===== src/rtl/lrrle_pkg.sv =====
`timescale 1ns / 1ps
// ----------------------------------------------------------------------------
// lrrle_pkg
// Types and constants shared by the literal/repeat run-length encoder.
// ----------------------------------------------------------------------------
package lrrle_pkg;

    // Run limit for both literal and total counts
    localparam logic [7:0] RUN_LIMIT    = 8'd255;
    // Header word: literals in bits 7..0, total in bits 15..8
    localparam int         TOTAL_SHIFT  = 8;
    localparam int         OFFSET_W     = 17;   // wrapping header slot
    localparam int         MAX_WORDS    = 3;    // writes caused by one sample

    typedef struct packed {
        logic signed [15:0] sample;
        logic               final_sample;
    } sample_t;

    typedef struct packed {
        logic [15:0] word_offset;
        logic [15:0] word_data;
        logic        is_header;
        logic        stream_done;
        logic        offset_overflow;
    } word_t;

    // Writes caused by one sample, packed from slot 0; count is 0..3 and only nonzero groups are pushed
    typedef struct packed {
        logic [1:0]                count;
        word_t [MAX_WORDS-1:0]     words;
    } cmd_t;

    // Queue status seen by front and back
    typedef struct packed {
        logic full;
        logic valid;
    } q_status_t;

endpackage


===== src/rtl/lrrle_front.sv =====
`timescale 1ns / 1ps
// ----------------------------------------------------------------------------
// lrrle_front
// Takes samples, tracks the open run and builds the writes of each sample.
// ----------------------------------------------------------------------------
module lrrle_front
(
    input  logic                  clk,
    input  logic                  rst_n,
    input  logic                  sample_valid,
    output logic                  sample_ready,
    input  lrrle_pkg::sample_t    sample_data,
    input  lrrle_pkg::q_status_t  q_status,
    output logic                  push,
    output lrrle_pkg::cmd_t       push_data
);
    import lrrle_pkg::*;

    logic                open_reg, open_next;
    logic                rep_reg, rep_next;
    logic [7:0]          lit_reg, lit_next;
    logic [7:0]          tot_reg, tot_next;
    logic [15:0]         prev_reg, prev_next;
    logic [OFFSET_W-1:0] rso_reg, rso_next;
    logic                ovf_reg, ovf_next;

    logic                accept;
    logic [15:0]         s;
    logic                same, fin;
    logic                opening, broken, lit_add;
    logic                h1_en, l_en, h2_en, full;
    logic [OFFSET_W-1:0] rso_m, rso_c;
    logic [OFFSET_W:0]   lit_pos;
    logic [7:0]          lit_n, tot_n;
    logic                ovf1, ovf2, ovf3;
    logic [1:0]          n;
    cmd_t                cmd;

    assign sample_ready = !q_status.full;
    assign accept       = sample_valid && sample_ready;

    always_comb
    begin
        s       = $unsigned(sample_data.sample);
        fin     = sample_data.final_sample;
        same    = (s == prev_reg);
        opening = !open_reg;
        broken  = open_reg && rep_reg && !same;
        lit_add = open_reg && !rep_reg && !same;

        // old header when a repeat is broken
        h1_en = broken;
        rso_m = broken ? OFFSET_W'(rso_reg + OFFSET_W'(1) + OFFSET_W'(lit_reg)) : rso_reg;

        // literal write
        l_en    = opening || broken || lit_add;
        lit_pos = {1'b0, rso_m} + (OFFSET_W+1)'(1)
                  + (lit_add ? (OFFSET_W+1)'(lit_reg) : '0);
        lit_n   = (opening || broken) ? 8'd1 : (lit_add ? 8'(lit_reg + 8'd1) : lit_reg);
        tot_n   = (opening || broken) ? 8'd1 : 8'(tot_reg + 8'd1);

        // closing header: run full or end of channel
        full  = (tot_n == RUN_LIMIT);
        h2_en = full || fin;
        rso_c = h2_en ? OFFSET_W'(rso_m + OFFSET_W'(1) + OFFSET_W'(lit_n)) : rso_m;

        ovf1 = ovf_reg | (h1_en & rso_reg[OFFSET_W-1]);
        ovf2 = ovf1 | (l_en & (lit_pos[OFFSET_W:OFFSET_W-1] != 2'b00));
        ovf3 = ovf2 | (h2_en & rso_m[OFFSET_W-1]);

        cmd = '0;
        n   = 2'd0;
        if (h1_en)
        begin
            cmd.words[n] = '{word_offset: rso_reg[15:0],
                             word_data: {tot_reg, lit_reg},
                             is_header: 1'b1, stream_done: 1'b0,
                             offset_overflow: ovf1};
            n = n + 2'd1;
        end
        if (l_en)
        begin
            cmd.words[n] = '{word_offset: lit_pos[15:0], word_data: s,
                             is_header: 1'b0, stream_done: 1'b0,
                             offset_overflow: ovf2};
            n = n + 2'd1;
        end
        if (h2_en)
        begin
            cmd.words[n] = '{word_offset: rso_m[15:0],
                             word_data: {tot_n, lit_n[TOTAL_SHIFT-1:0]},
                             is_header: 1'b1, stream_done: fin,
                             offset_overflow: ovf3};
            n = n + 2'd1;
        end
        cmd.count = n;

        open_next = open_reg;
        rep_next  = rep_reg;
        lit_next  = lit_reg;
        tot_next  = tot_reg;
        prev_next = prev_reg;
        rso_next  = rso_reg;
        ovf_next  = ovf_reg;
        if (accept)
        begin
            if (fin)
            begin
                open_next = 1'b0;
                rep_next  = 1'b0;
                lit_next  = '0;
                tot_next  = '0;
                prev_next = '0;
                rso_next  = '0;
                ovf_next  = 1'b0;
            end
            else
            begin
                open_next = !full;
                rep_next  = !full && open_reg && same;
                lit_next  = full ? 8'd0 : lit_n;
                tot_next  = full ? 8'd0 : tot_n;
                prev_next = s;
                rso_next  = rso_c;
                ovf_next  = ovf3;
            end
        end
    end

    assign push      = accept && (cmd.count != 2'd0);
    assign push_data = cmd;

    always_ff @(posedge clk or negedge rst_n)
    begin
        if (!rst_n)
        begin
            open_reg <= 1'b0;
            rep_reg  <= 1'b0;
            lit_reg  <= '0;
            tot_reg  <= '0;
            prev_reg <= '0;
            rso_reg  <= '0;
            ovf_reg  <= 1'b0;
        end
        else
        begin
            open_reg <= open_next;
            rep_reg  <= rep_next;
            lit_reg  <= lit_next;
            tot_reg  <= tot_next;
            prev_reg <= prev_next;
            rso_reg  <= rso_next;
            ovf_reg  <= ovf_next;
        end
    end

endmodule


===== src/rtl/lrrle_queue.sv =====
`timescale 1ns / 1ps
// ----------------------------------------------------------------------------
// lrrle_queue
// Small FIFO of per-sample write groups between front and back.
// ----------------------------------------------------------------------------
module lrrle_queue
#(
    parameter int DEPTH = 4
)
(
    input  logic                  clk,
    input  logic                  rst_n,
    input  logic                  push,
    input  lrrle_pkg::cmd_t       push_data,
    input  logic                  pop,
    output lrrle_pkg::q_status_t  q_status,
    output lrrle_pkg::cmd_t       head
);
    import lrrle_pkg::*;

    localparam int PTR_W = (DEPTH > 1) ? $clog2(DEPTH) : 1;
    localparam int CNT_W = $clog2(DEPTH + 1);

    cmd_t             mem [DEPTH];
    logic [PTR_W-1:0] wr_ptr_reg, wr_ptr_next;
    logic [PTR_W-1:0] rd_ptr_reg, rd_ptr_next;
    logic [CNT_W-1:0] cnt_reg, cnt_next;
    logic             do_push, do_pop;

    assign q_status.full  = (cnt_reg == CNT_W'(DEPTH));
    assign q_status.valid = (cnt_reg != '0);
    assign head           = mem[rd_ptr_reg];

    assign do_push = push && !q_status.full;
    assign do_pop  = pop && q_status.valid;

    always_comb
    begin
        wr_ptr_next = wr_ptr_reg;
        rd_ptr_next = rd_ptr_reg;
        cnt_next    = cnt_reg;
        if (do_push)
            wr_ptr_next = (wr_ptr_reg == PTR_W'(DEPTH - 1)) ? '0 : PTR_W'(wr_ptr_reg + 1'b1);
        if (do_pop)
            rd_ptr_next = (rd_ptr_reg == PTR_W'(DEPTH - 1)) ? '0 : PTR_W'(rd_ptr_reg + 1'b1);
        if (do_push && !do_pop)
            cnt_next = CNT_W'(cnt_reg + 1'b1);
        else if (do_pop && !do_push)
            cnt_next = CNT_W'(cnt_reg - 1'b1);
    end

    always_ff @(posedge clk)
    begin
        if (do_push)
            mem[wr_ptr_reg] <= push_data;
    end

    always_ff @(posedge clk or negedge rst_n)
    begin
        if (!rst_n)
        begin
            wr_ptr_reg <= '0;
            rd_ptr_reg <= '0;
            cnt_reg    <= '0;
        end
        else
        begin
            wr_ptr_reg <= wr_ptr_next;
            rd_ptr_reg <= rd_ptr_next;
            cnt_reg    <= cnt_next;
        end
    end

endmodule


===== src/rtl/lrrle_back.sv =====
`timescale 1ns / 1ps
// ----------------------------------------------------------------------------
// lrrle_back
// Serializes queued write groups into one registered word per transfer.
// ----------------------------------------------------------------------------
module lrrle_back
(
    input  logic                  clk,
    input  logic                  rst_n,
    input  lrrle_pkg::q_status_t  q_status,
    input  lrrle_pkg::cmd_t       head,
    output logic                  pop,
    output logic                  write_valid,
    input  logic                  write_ready,
    output lrrle_pkg::word_t      write_data
);
    import lrrle_pkg::*;

    logic       valid_reg, valid_next;
    word_t      data_reg, data_next;
    logic [1:0] idx_reg, idx_next;
    logic       load, last;

    assign load = q_status.valid && (!valid_reg || write_ready);
    assign last = (idx_reg == 2'(head.count - 2'd1));
    assign pop  = load && last;

    always_comb
    begin
        valid_next = valid_reg;
        data_next  = data_reg;
        idx_next   = idx_reg;
        if (load)
        begin
            valid_next = 1'b1;
            data_next  = head.words[idx_reg];
            idx_next   = last ? 2'd0 : 2'(idx_reg + 2'd1);
        end
        else if (write_ready)
            valid_next = 1'b0;
    end

    always_ff @(posedge clk)
    begin
        data_reg <= data_next;
    end

    always_ff @(posedge clk or negedge rst_n)
    begin
        if (!rst_n)
        begin
            valid_reg <= 1'b0;
            idx_reg   <= '0;
        end
        else
        begin
            valid_reg <= valid_next;
            idx_reg   <= idx_next;
        end
    end

    assign write_valid = valid_reg;
    assign write_data  = data_reg;

endmodule


===== src/rtl/literal_repeat_run_length_encoder_unit.sv =====
`timescale 1ns / 1ps
// ----------------------------------------------------------------------------
// literal_repeat_run_length_encoder_unit
// Literal-then-repeat run-length encoder issuing addressed word writes.
// ----------------------------------------------------------------------------
//  channel  dir  handshake                   payload
//  sample   in   sample_valid/sample_ready   sample_t: sample, final_sample
//  write    out  write_valid/write_ready     word_t: offset, data, flags
//
// Throughput: one sample per cycle unless the queue is full; the write port
// issues one word per cycle while write_ready holds. A sample causes 0..3
// writes, so the sustained rate is one sample per cycle while samples average
// at most one write each; the write port sets the limit.
// Reset clears run state, queue pointers and the output valid; no clear pass.
// A stalled write side fills the QUEUE_DEPTH-entry queue, then drops
// sample_ready; the sample side never stalls the write side.
// ----------------------------------------------------------------------------
module literal_repeat_run_length_encoder_unit
#(
    parameter int QUEUE_DEPTH = 4
)
(
    input  logic               clk,
    input  logic               rst_n,
    input  logic               sample_valid,
    output logic               sample_ready,
    input  lrrle_pkg::sample_t sample_data,
    output logic               write_valid,
    input  logic               write_ready,
    output lrrle_pkg::word_t   write_data
);
    import lrrle_pkg::*;

    // One queue entry holds every write one sample causes, in stream order
    q_status_t q_status;
    logic      push, pop;
    cmd_t      push_data, head;

    // Front: run tracking, literal/header generation, overflow tracking
    lrrle_front u_front
    (
        .clk          (clk),
        .rst_n        (rst_n),
        .sample_valid (sample_valid),
        .sample_ready (sample_ready),
        .sample_data  (sample_data),
        .q_status     (q_status),
        .push         (push),
        .push_data    (push_data)
    );

    lrrle_queue #(.DEPTH(QUEUE_DEPTH)) u_queue
    (
        .clk       (clk),
        .rst_n     (rst_n),
        .push      (push),
        .push_data (push_data),
        .pop       (pop),
        .q_status  (q_status),
        .head      (head)
    );

    // Back: one word per transfer out of the head entry
    lrrle_back u_back
    (
        .clk         (clk),
        .rst_n       (rst_n),
        .q_status    (q_status),
        .head        (head),
        .pop         (pop),
        .write_valid (write_valid),
        .write_ready (write_ready),
        .write_data  (write_data)
    );

endmodule


===== config.mk =====
export PLATFORM = sky130hd
export DESIGN_NAME = literal_repeat_run_length_encoder_unit
export DESIGN_NICKNAME = d
export VERILOG_FILES = /design/src/rtl/lrrle_pkg.sv /design/src/rtl/lrrle_front.sv /design/src/rtl/lrrle_queue.sv /design/src/rtl/lrrle_back.sv /design/src/rtl/literal_repeat_run_length_encoder_unit.sv
export SDC_FILE = /design/constraint.sdc
export NUM_CORES = 1
export LEC_CHECK = 0
export BUFFER_PORTS_ARGS = -buffer_cell sky130_fd_sc_hd__buf_2
export CAP_MARGIN = 20
export CELL_PAD_IN_SITES_DETAIL_PLACEMENT = 2
export CELL_PAD_IN_SITES_GLOBAL_PLACEMENT = 2
export CORE_MARGIN = 2
export CORE_UTILIZATION = 40
export CTS_BUF_LIST = sky130_fd_sc_hd__clkbuf_4 sky130_fd_sc_hd__clkbuf_8 sky130_fd_sc_hd__clkbuf_16
export CTS_CLUSTER_DIAMETER = 40
export CTS_CLUSTER_SIZE = 20
export DETAILED_ROUTE_END_ITERATION = 6
export PLACE_DENSITY = 0.75
export SYNTH_ARGS = -nofsm -noshare
export SYNTH_HDL_FRONTEND = slang
export SYNTH_SLANG_ARGS = --single-unit

===== constraint.sdc =====
create_clock -name clk -period 13.67 [get_ports clk]
set_input_delay 0.6835 -clock clk [delete_from_list [all_inputs] [get_ports clk]]
set_output_delay 0.6835 -clock clk [all_outputs]
set_load 0.05 [all_outputs]

=== Word level (Yosys, flattened, before mapping) ===
Memory sizes are Yosys's and may differ from the RTL's.
Cells that the tools add are included.

* Memory bits (writable): 428
* Logic and storage cells: 122
* Register bits: 97
* Memories kept: 1
* Input bits: 21
* Output and inout port bits: 37

* Bitwise operators: 6
* Multiplexer cells: 38
* Equal/unequal tests: 6
* Order comparisons: 5
* Reductions and logical operators: 33
* Add/subtract/negate cells: 16

{| class="wikitable"
|+ Memory list
! memory !! words !! bits a word !! read ports !! clocked after memory_dff !! write ports !! RTL line !! source
|-
| u_queue.mem || 4 || 107 || 1 || 0 || 1 || lrrle_queue.sv:24 || <nowiki>cmd_t mem [DEPTH];</nowiki>
|}

{| class="wikitable"
|+ Operators with widths
! kind !! count
|-
| 105-bit bitwise mux || 2
|-
| 105-bit 2-to-1 mux || 2
|-
| 35-bit demux with 2-bit select || 2
|-
| 35-bit 2-to-1 mux || 4
|-
| 35-bit binary-select mux with 2-bit select || 1
|-
| 8-bit 2-to-1 mux || 8
|-
| 17-bit 2-to-1 mux || 3
|-
| 17-bit by 1-bit adder with 17-bit output, second input constant || 2
|-
| 17-bit by 8-bit adder with 17-bit output || 2
|-
| 17-bit by 1-bit adder with 18-bit output, second input constant || 1
|-
| 18-bit adder || 1
|-
| 8-bit by 1-bit adder with 8-bit output, second input constant || 2
|-
| 16-bit equality test || 1
|-
| 1-bit logical AND || 16
|-
| 16-bit 2-to-1 mux || 1
|-
| 2-bit 2-to-1 mux || 5
|-
| 2-bit by 1-bit adder with 2-bit output, second input constant || 4
|-
| 8-bit equality test, second input constant || 1
|-
| 1-bit zero test || 8
|-
| 1-bit 2-to-1 mux || 8
|-
| 2-bit nonzero test || 4
|-
| 2-bit by 3-bit < comparator with 1-bit output, second input constant || 2
|-
| 3-bit 2-to-1 mux || 2
|-
| 2-bit equality test, second input constant || 2
|-
| other kinds (13) || 20
|}

=== Longest topological paths before layout ===
Gate-level depths: netlist (run 1).

* Depth in word-level cells: 15
* Gate-level depth with buffers: 21

=== Modules after synthesis ===
From an unflattened synthesis (run 1), not the netlist that was laid out.

* Cells, all modules: 1,666
* Area total of the unflattened synthesis: 24,225.7 sq um

{| class="wikitable"
|+ By module, submodules not included
! module !! seq. area each (sq um) !! cells an instance !! times used !! area an instance (sq um)
|-
| lrrle_queue || 13,027.5 || 596 || 1 || 15,859.0
|-
| lrrle_front || 1,301.2 || 896 || 1 || 6,379.9
|-
| lrrle_back || 1,126.1 || 174 || 1 || 1,986.9
|}

=== Worst setup path before layout (run 1) ===
No wires, ideal clock.

* Path kind: input to register
* From: in sample_data[7] in the netlist's numbering
* To: mem u_queue.mem[0][0] in the netlist's numbering, enable pin
* Stages on the path: 15
* Arrival: 6,133 ps
* Setup slack: 7,059 ps
* Path buffers: 4
* Cell sequence: xnor2_1 nand4_2 nor4_4 nor2_2 buf_6 clkbuf_1 buf_1 clkbuf_1 ha_1 nand2_1 clkinv_1 nor2_1 nor2_1 nor2_2 and2_1

{| class="wikitable"
|+ RTL lines
! item !! RTL line !! source
|-
| start: declaration || literal_repeat_run_length_encoder_unit.sv:27 || <nowiki>input lrrle_pkg::sample_t sample_data,</nowiki>
|-
| end: declaration || lrrle_queue.sv:24 ||
|}

==> results of run 1 <==
[cells in the final DEF (no fill, tap or decap), drive strengths merged, types with 5 or more instances in the layout]
cell      instances
bufinv           11
clkbuf           99
nor4              7
nor3             26
nor2             89
buf              90
a21o             11
o211ai           10
xor2             23
dfrtp            62
o22ai            14
nor2b             8
nand3            39
a31oi             6
a21oi            45
o2111ai           9
and2             17
clkinv           29
mux2              7
nand4            13
or2               5
clkinvlp         12
mux2i            57
mux4            107
inv              51
o31ai            16
or3              12
xnor2            48
nand2           173
nand2b           23
o21ai           118
ha               33
a22o             16
edfxtp          463
and3             12
[layer usage]
metal  global-route usage (%)  part of all wire (%)  up-vias
met5                        0                     0        -
met4                     7.70                   2.1        0
met3                     4.15                   7.3      130
met2                     43.2                    47      717
met1                     39.1                    43     8621
li1                         -                     -     6665
[power groups by stage]
stage	registers (uW)	clock network (uW)	logic, uW
6_report	2300	2360	1480
5_1_grt	2330	2440	1580
4_1_cts	2310	2380	1500
3_5_place_dp	2320	0	1460
3_3_place_gp	2270	0	1400
2_1_floorplan	2400	0	861
[per-stage QoR]
| stage | hold WS (ps) | worst slack [ps] | utilization (%) | total power (uW) |
|---|---|---|---|---|
| detailed placement | 497 | 7000 | 42.2 | 3780 |
| global route | 242 | 6580 | 47.5 | 6350 |
| finish | 231 | 6820 | 47.5 | 6130 |
| CTS | 205 | 7020 | 47.4 | 6180 |
| global placement | 480 | 7250 | 42.2 | 3670 |
| floorplan | 388 | 7060 | - | 3260 |
[worst max-delay path by stage]
stage                          endpoint  slack (ps)  cells after the start
global placement     u_queue.mem[2][65]        7250                     14
floorplan             u_queue.mem[0][0]        7060                     15
CTS                  u_queue.mem[1][90]        7020                     11
global route         u_queue.mem[2][66]        6580                     11
finish               u_queue.mem[2][66]        6820                     11
detailed placement  u_queue.mem[3][103]        7000                     14
[repair_timing]
action / 4_1_cts / 5_1_grt
endpoints found under the setup margin: 0 / 0
resized for setup: 0 / 0
hold buffers: 1 / 0
endpoints found under the hold margin: 4 / 0
[kinds of logic after synthesis]
logic type / after synthesis / synth area share, %
compound gates: 301 / 8.49
flops: 525 / 63.6
mux: 171 / 12.7
xor+xnor: 71 / 2.59
fa+ha+maj: 39 / 2.12
simple gates: 432 / 8.35
buf+inv: 134 / 2.19
[cell type report]
cell class / count / share of cell area [%]
repair buffers: 96 / 2.04
inverters: 31 / 0.407
clock buffers: 94 / 8.00
diodes: 1 / 0.00875
multi-input cells: 1014 / 29.2
flip-flops and latches: 525 / 54.0
well taps: 782 / 3.42
clock inverters: 72 / 2.88
==> results.tsv, run 1 <==
metric	value	unit
status	completed	
maxCapViolations	0	
initial_core_util	40.3	%
worstPathMaxFanout	61	
hold_depth	2	
vias	16133	
cp-startpoint	u_front.rep_reg	
grt_overflow	0	
setup_tns	0	ps
worst_pin_slew	1270	ps
clock_sinks	525	
numCtsBuffers	89	
drt_iter0_markers	1599	
vdd_drop_max	0.000121	V
cpMaxStageDelayCell	and2_4	
reg2reg_to	u_queue.mem[2][66]	
cp_data_arrival_time	7100	ps
ys_ff_latch	525	
post-cts-setup-buffer-count	0	
setup_viol	0	
clk_pin_slew	60	ps
synth_top_cell_area_share	57.2	%
yosysTopAreaCell	edfxtp_1	
timing.final.crit_share	50.1	%
required	13920	ps
dr.pass1.iters	5	
clock.fmax	146	MHz
min_period	6850	ps
viasPerCell	6.17	
pwr-share-seq	37.5	%
end_kind	flip-flop	
grt_pass1_wl	125	mm
post-place-cells	2441	
wl_per_cell	32.3	microns
fillers	5599	
grt_setup_unrepaired	no	
io_buffers	57	
die_w	251	microns
largest_reg_flops	428	
power_switching	2050	uW
clock_power_share	38.4	%
dpl.hpwl	54.0	mm
grt_max_degree	64	
die-area	0.0628	sq mm
path_class	flip-flop to flip-flop	
final_hold_viol_count	0	
avgSynthCellArea	14.5	sq um
yosys_warnings	0	
cpLargestDelayFamily	simple AND/OR/NAND/NOR gates	
finClkSkew	37.1	ps
hold_start	write_ready	
gp_congestion	0.831	
cts_tree	done	
fin_area	0.0286	sq mm
synth_edf_count	463	
cp_num_buf_inv	4	
antenna_left	0	
min_path_type	input port to flip-flop	
totalWireLength	84.4	mm
r2r_cells	11	
hold_end	u_back.write_valid	
clk_path_buf_depth	3	
ios	58	
relSlewSlack	14.3	%
synthCells	1673	
grt_pass1_vias	17414	
placed_area	0.0254	sq mm
yosysUniqueCellTypes	93	
ff_latch_area	0.0155	sq mm
p_sw_share	33.5	%
p_leak	0.0100	uW
htreeDepth	3	
multiInputGateArea	0.00836	sq mm
ys_seq_area_share	63.6	%
drc_errors	0	
drv_slew	0	
r2r_slack	6820	ps
p_int	4080	uW
rr_startpoint	u_front.rep_reg	
path_cells	clkinv_1, o211ai_1, buf_4, nand2b_1, nand2_2, clkinv_1, nor2_1, nor2_1, nor2_2, and2_4, buf_4	
drive_gt1_share	22.8	%
coreArea	0.0602	sq mm
synth-main-ff-cell	edfxtp_1	
syn2layout_area_growth	17.7	%
track_usage	27.2	%
final_cells	2615	
pwr-share-comb	24.1	%
cellPowerDensity	214	mW/mm^2
cts_root_buf	clkbuf_16	
async_flop_share	11.8	%
antenna_found_initial	2	
fin_nets	1815	
die_h	251	microns
crit_path_max_incr_delay	900	ps
clk-insertion-delay-late	650	ps
startpoint_type	flip-flop	
row_count	90	
synth_common_cells	edfxtp_1, nand2_1, mux4_2, o21ai_0, nor2_1	
syn_area	0.0243	sq mm
yosysMostFrequentCell	edfxtp_1	
syn-num-nets	1731	
synth_area_leaders	edfxtp_1, mux4_2, dfrtp_1	
No activity file was read; power rests on OpenSTA's default activity.
==> inputs of run 2 (changes only) <==
--- a/config.mk
+++ b/config.mk
@@ -5,17 +5,18 @@
 export SDC_FILE = /design/constraint.sdc
 export NUM_CORES = 1
 export LEC_CHECK = 0
+export ABC_AREA = 1
 export BUFFER_PORTS_ARGS = -buffer_cell sky130_fd_sc_hd__buf_2
 export CAP_MARGIN = 20
 export CELL_PAD_IN_SITES_DETAIL_PLACEMENT = 2
 export CELL_PAD_IN_SITES_GLOBAL_PLACEMENT = 2
 export CORE_MARGIN = 2
-export CORE_UTILIZATION = 40
+export CORE_UTILIZATION = 38
 export CTS_BUF_LIST = sky130_fd_sc_hd__clkbuf_4 sky130_fd_sc_hd__clkbuf_8 sky130_fd_sc_hd__clkbuf_16
 export CTS_CLUSTER_DIAMETER = 40
 export CTS_CLUSTER_SIZE = 20
 export DETAILED_ROUTE_END_ITERATION = 6
-export PLACE_DENSITY = 0.75
+export PLACE_DENSITY = 0.79
 export SYNTH_ARGS = -nofsm -noshare
 export SYNTH_HDL_FRONTEND = slang
 export SYNTH_SLANG_ARGS = --single-unit
==> constraint.sdc (replaced) <==
create_clock -name clk -period 6.1 [get_ports clk]
set_input_delay 0.305 -clock clk [delete_from_list [all_inputs] [get_ports clk]]
set_output_delay 0.305 -clock clk [all_outputs]
set_load 0.05 [all_outputs]
==> results.tsv, run 2 <==
metric	value	unit
final_common_cell	edfxtp_1	
fillers	6352	
worst_pin_slew	1090	ps
grt_pass1_wl	139	mm
coreArea	0.0627	sq mm
synth_area_leaders	edfxtp_1, dfrtp_1, o21ai_0	
vias	19013	
timing.final.crit_share	87.1	%
cp_data_arrival_time	5580	ps
finalPower	13700	uW
synth_edf_count	463	
reg2reg_to	u_queue.mem[1][30]	
cp_num_buf_inv	4	
ff_latch_area	0.0155	sq mm
antenna_found_initial	2	
status	completed	
syn_area	0.0240	sq mm
totalWireLength	93.1	mm
cts_tree	done	
die_h	255	microns
drv_slew	0	
post-cts-setup-buffer-count	0	
synth_top_cell_area_share	57.9	%
min_path_type	input port to flip-flop	
yosysMostFrequentCell	edfxtp_1	
ys_seq_area_share	64.3	%
mostFrequentLayoutCells	edfxtp_1, nand2_1, nor2_1	
hold_start	sample_data[4]	
numCtsBuffers	75	
fin_nets	2344	
n_antenna_cell	0	
required	6370	ps
dpl.hpwl	57.9	mm
r2r_cells	26	
critPathMostFrequentCell	nand2_1	
syn2layout_area_growth	16.5	%
grt_setup_unrepaired	no	
cpLargestDelayFamily	simple AND/OR/NAND/NOR gates	
crit_path_max_incr_delay	520	ps
maxCapViolations	0	
synth_common_cells	edfxtp_1, nand2_1, nor2_1, o21ai_0, inv_1	
final_hold_viol_count	0	
yosysUniqueCellTypes	50	
largest_reg_flops	428	
min_period	5310	ps
track_usage	28.3	%
ios	58	
setup_ws	785	ps
p_leak	0.0104	uW
gp_congestion	0.828	
setup_tns	0	ps
utilization	44.6	%
clock_sinks	525	
die_w	255	microns
clk-insertion-delay-late	630	ps
startpoint_type	flip-flop	
syn-num-nets	2276	
yosysTopAreaCell	edfxtp_1	
drt_iter0_markers	1877	
initial_core_util	38.3	%
cts_resized	0	
r2r_slack	790	ps
grt_max_degree	110	
setup_viol	0	
synthCells	2218	
dr.pass1.iters	5	
async_flop_share	11.8	%
avgSynthCellArea	10.8	sq um
antenna_left	0	
grt_overflow	0	
finClkSkew	38.5	ps
clk_pin_slew	70	ps
rr_startpoint	u_front.prev_reg[10]	
hold_end	u_front.prev_reg[3]	
wl_per_cell	29.2	microns
io_buffers	57	
cts_root_buf	clkbuf_16	
dpl_worst_slack	1020	ps
die-area	0.0653	sq mm
ys_ff_latch	525	
clk_path_buf_depth	3	
hold_depth	3	
end_kind	flip-flop	
path_class	flip-flop to flip-flop	
cpMaxStageDelayCell	buf_4	
drive_gt1_share	13.7	%
clock.fmax	188	MHz
cellPowerDensity	490	mW/mm^2
synth-main-ff-cell	edfxtp_1	
relSlewSlack	26.3	%
htreeDepth	3	
drc_errors	0	
multiInputGateArea	0.00745	sq mm
worstPathMaxFanout	38	
viasPerCell	5.96	
yosys_warnings	0	
row_count	92	
vdd_drop_max	0.000211	V
grt_pass1_vias	20771	
## run 2: cell count changes in the layout (fill, tap and decap cells not counted), sizes merged, moves of 49 or more
cell    previous run  this run
nor2              89       318
nand2            173       337
o22ai             14       124
o221ai             4        53
o21ai            118       311
mux2i             57         0
mux4             107         0
inv               51       182
## run 2: layer usage
| metal | part of all wire (%) | track usage [%] | vias to the layer above |
|---|---|---|---|
| met5 | 0.014 | 0 | - |
| met4 | 3.0 | 10.2 | 2 |
| met3 | 7.0 | 4.90 | 197 |
| met2 | 49 | 46.9 | 812 |
| met1 | 41 | 37.4 | 9930 |
| li1 | - | - | 8072 |
## run 2: repair_timing
item                                    4_1_cts  5_1_grt
endpoints found under the setup margin        0        0
hold endpoints to repair                     47        0
hold buffers                                  9        0
## run 2: worst register-to-register path: stages, from the launching register on
cell	delay (ps)
dfrtp_1	360
inv_1	80
nand2_1	70
nand2_1	50
nor2_1	110
nand2_1	100
nor2_2	160
nand2_4	160
nand2_4	340
buf_4	540
nand2_1	150
o21ai_1	370
inv_1	270
ha_1	350
nand3_1	70
and2_0	180
inv_1	70
nand3_1	90
nand2_1	100
nand3_1	80
nand2_1	130
nand2_1	80
nand2_1	170
nand2_1	100
xor2_1	200
o21ai_0	270
o21ai_0	290
## run 2: power by group
group          internal (uW)  switching, uW
combinational           1060           3200
clock                   2570           1830
sequential              4690            362
total                   8330           5390
## run 2: logic make-up after synthesis
family,after synthesis,share of synthesized area [%]
compound gates,570,14.2
xor+xnor,34,1.35
fa+ha+maj,37,2.05
buf+inv,296,4.90
flops,525,64.3
simple gates,756,13.1
## run 2: how the worst max path moves through the flow
stage | startpoint | endpoint | slack [ps] | depth (start not counted)
CTS | u_front.prev_reg[10] | u_queue.mem[1][30] | 860 | 26
floorplan | u_front.prev_reg[10] | u_queue.mem[0][0] | -1340 | 19
finish | u_front.prev_reg[10] | u_queue.mem[1][30] | 790 | 26
global placement | sample_data[11] | u_queue.mem[1][30] | 1230 | 27
global route | u_front.prev_reg[15] | u_queue.mem[3][30] | 500 | 26
detailed placement | sample_data[16] | u_queue.mem[1][30] | 1020 | 27
## run 2: metrics by stage
stage | cells | area (sq um) | hold WS [ps]
2_1_floorplan | 2218 | 24000 | 9.41
3_3_place_gp | 3045 | 25400 | 466
3_5_place_dp | 3045 | 25400 | 498
4_1_cts | 3191 | 28000 | 3.49
5_1_grt | 3192 | 28000 | 29.3
6_report | 3192 | 28000 | 16.9
## run 2: cell type report
| cell class | instances | share of cell area, % |
|---|---|---|
| well taps | 846 | 3.78 |
| flip-flops and latches | 525 | 55.2 |
| clock buffers | 85 | 7.12 |
| clock inverters | 52 | 1.80 |
| multi-input cells | 1397 | 26.6 |
| inverters | 177 | 2.41 |
| repair buffers | 110 | 3.04 |
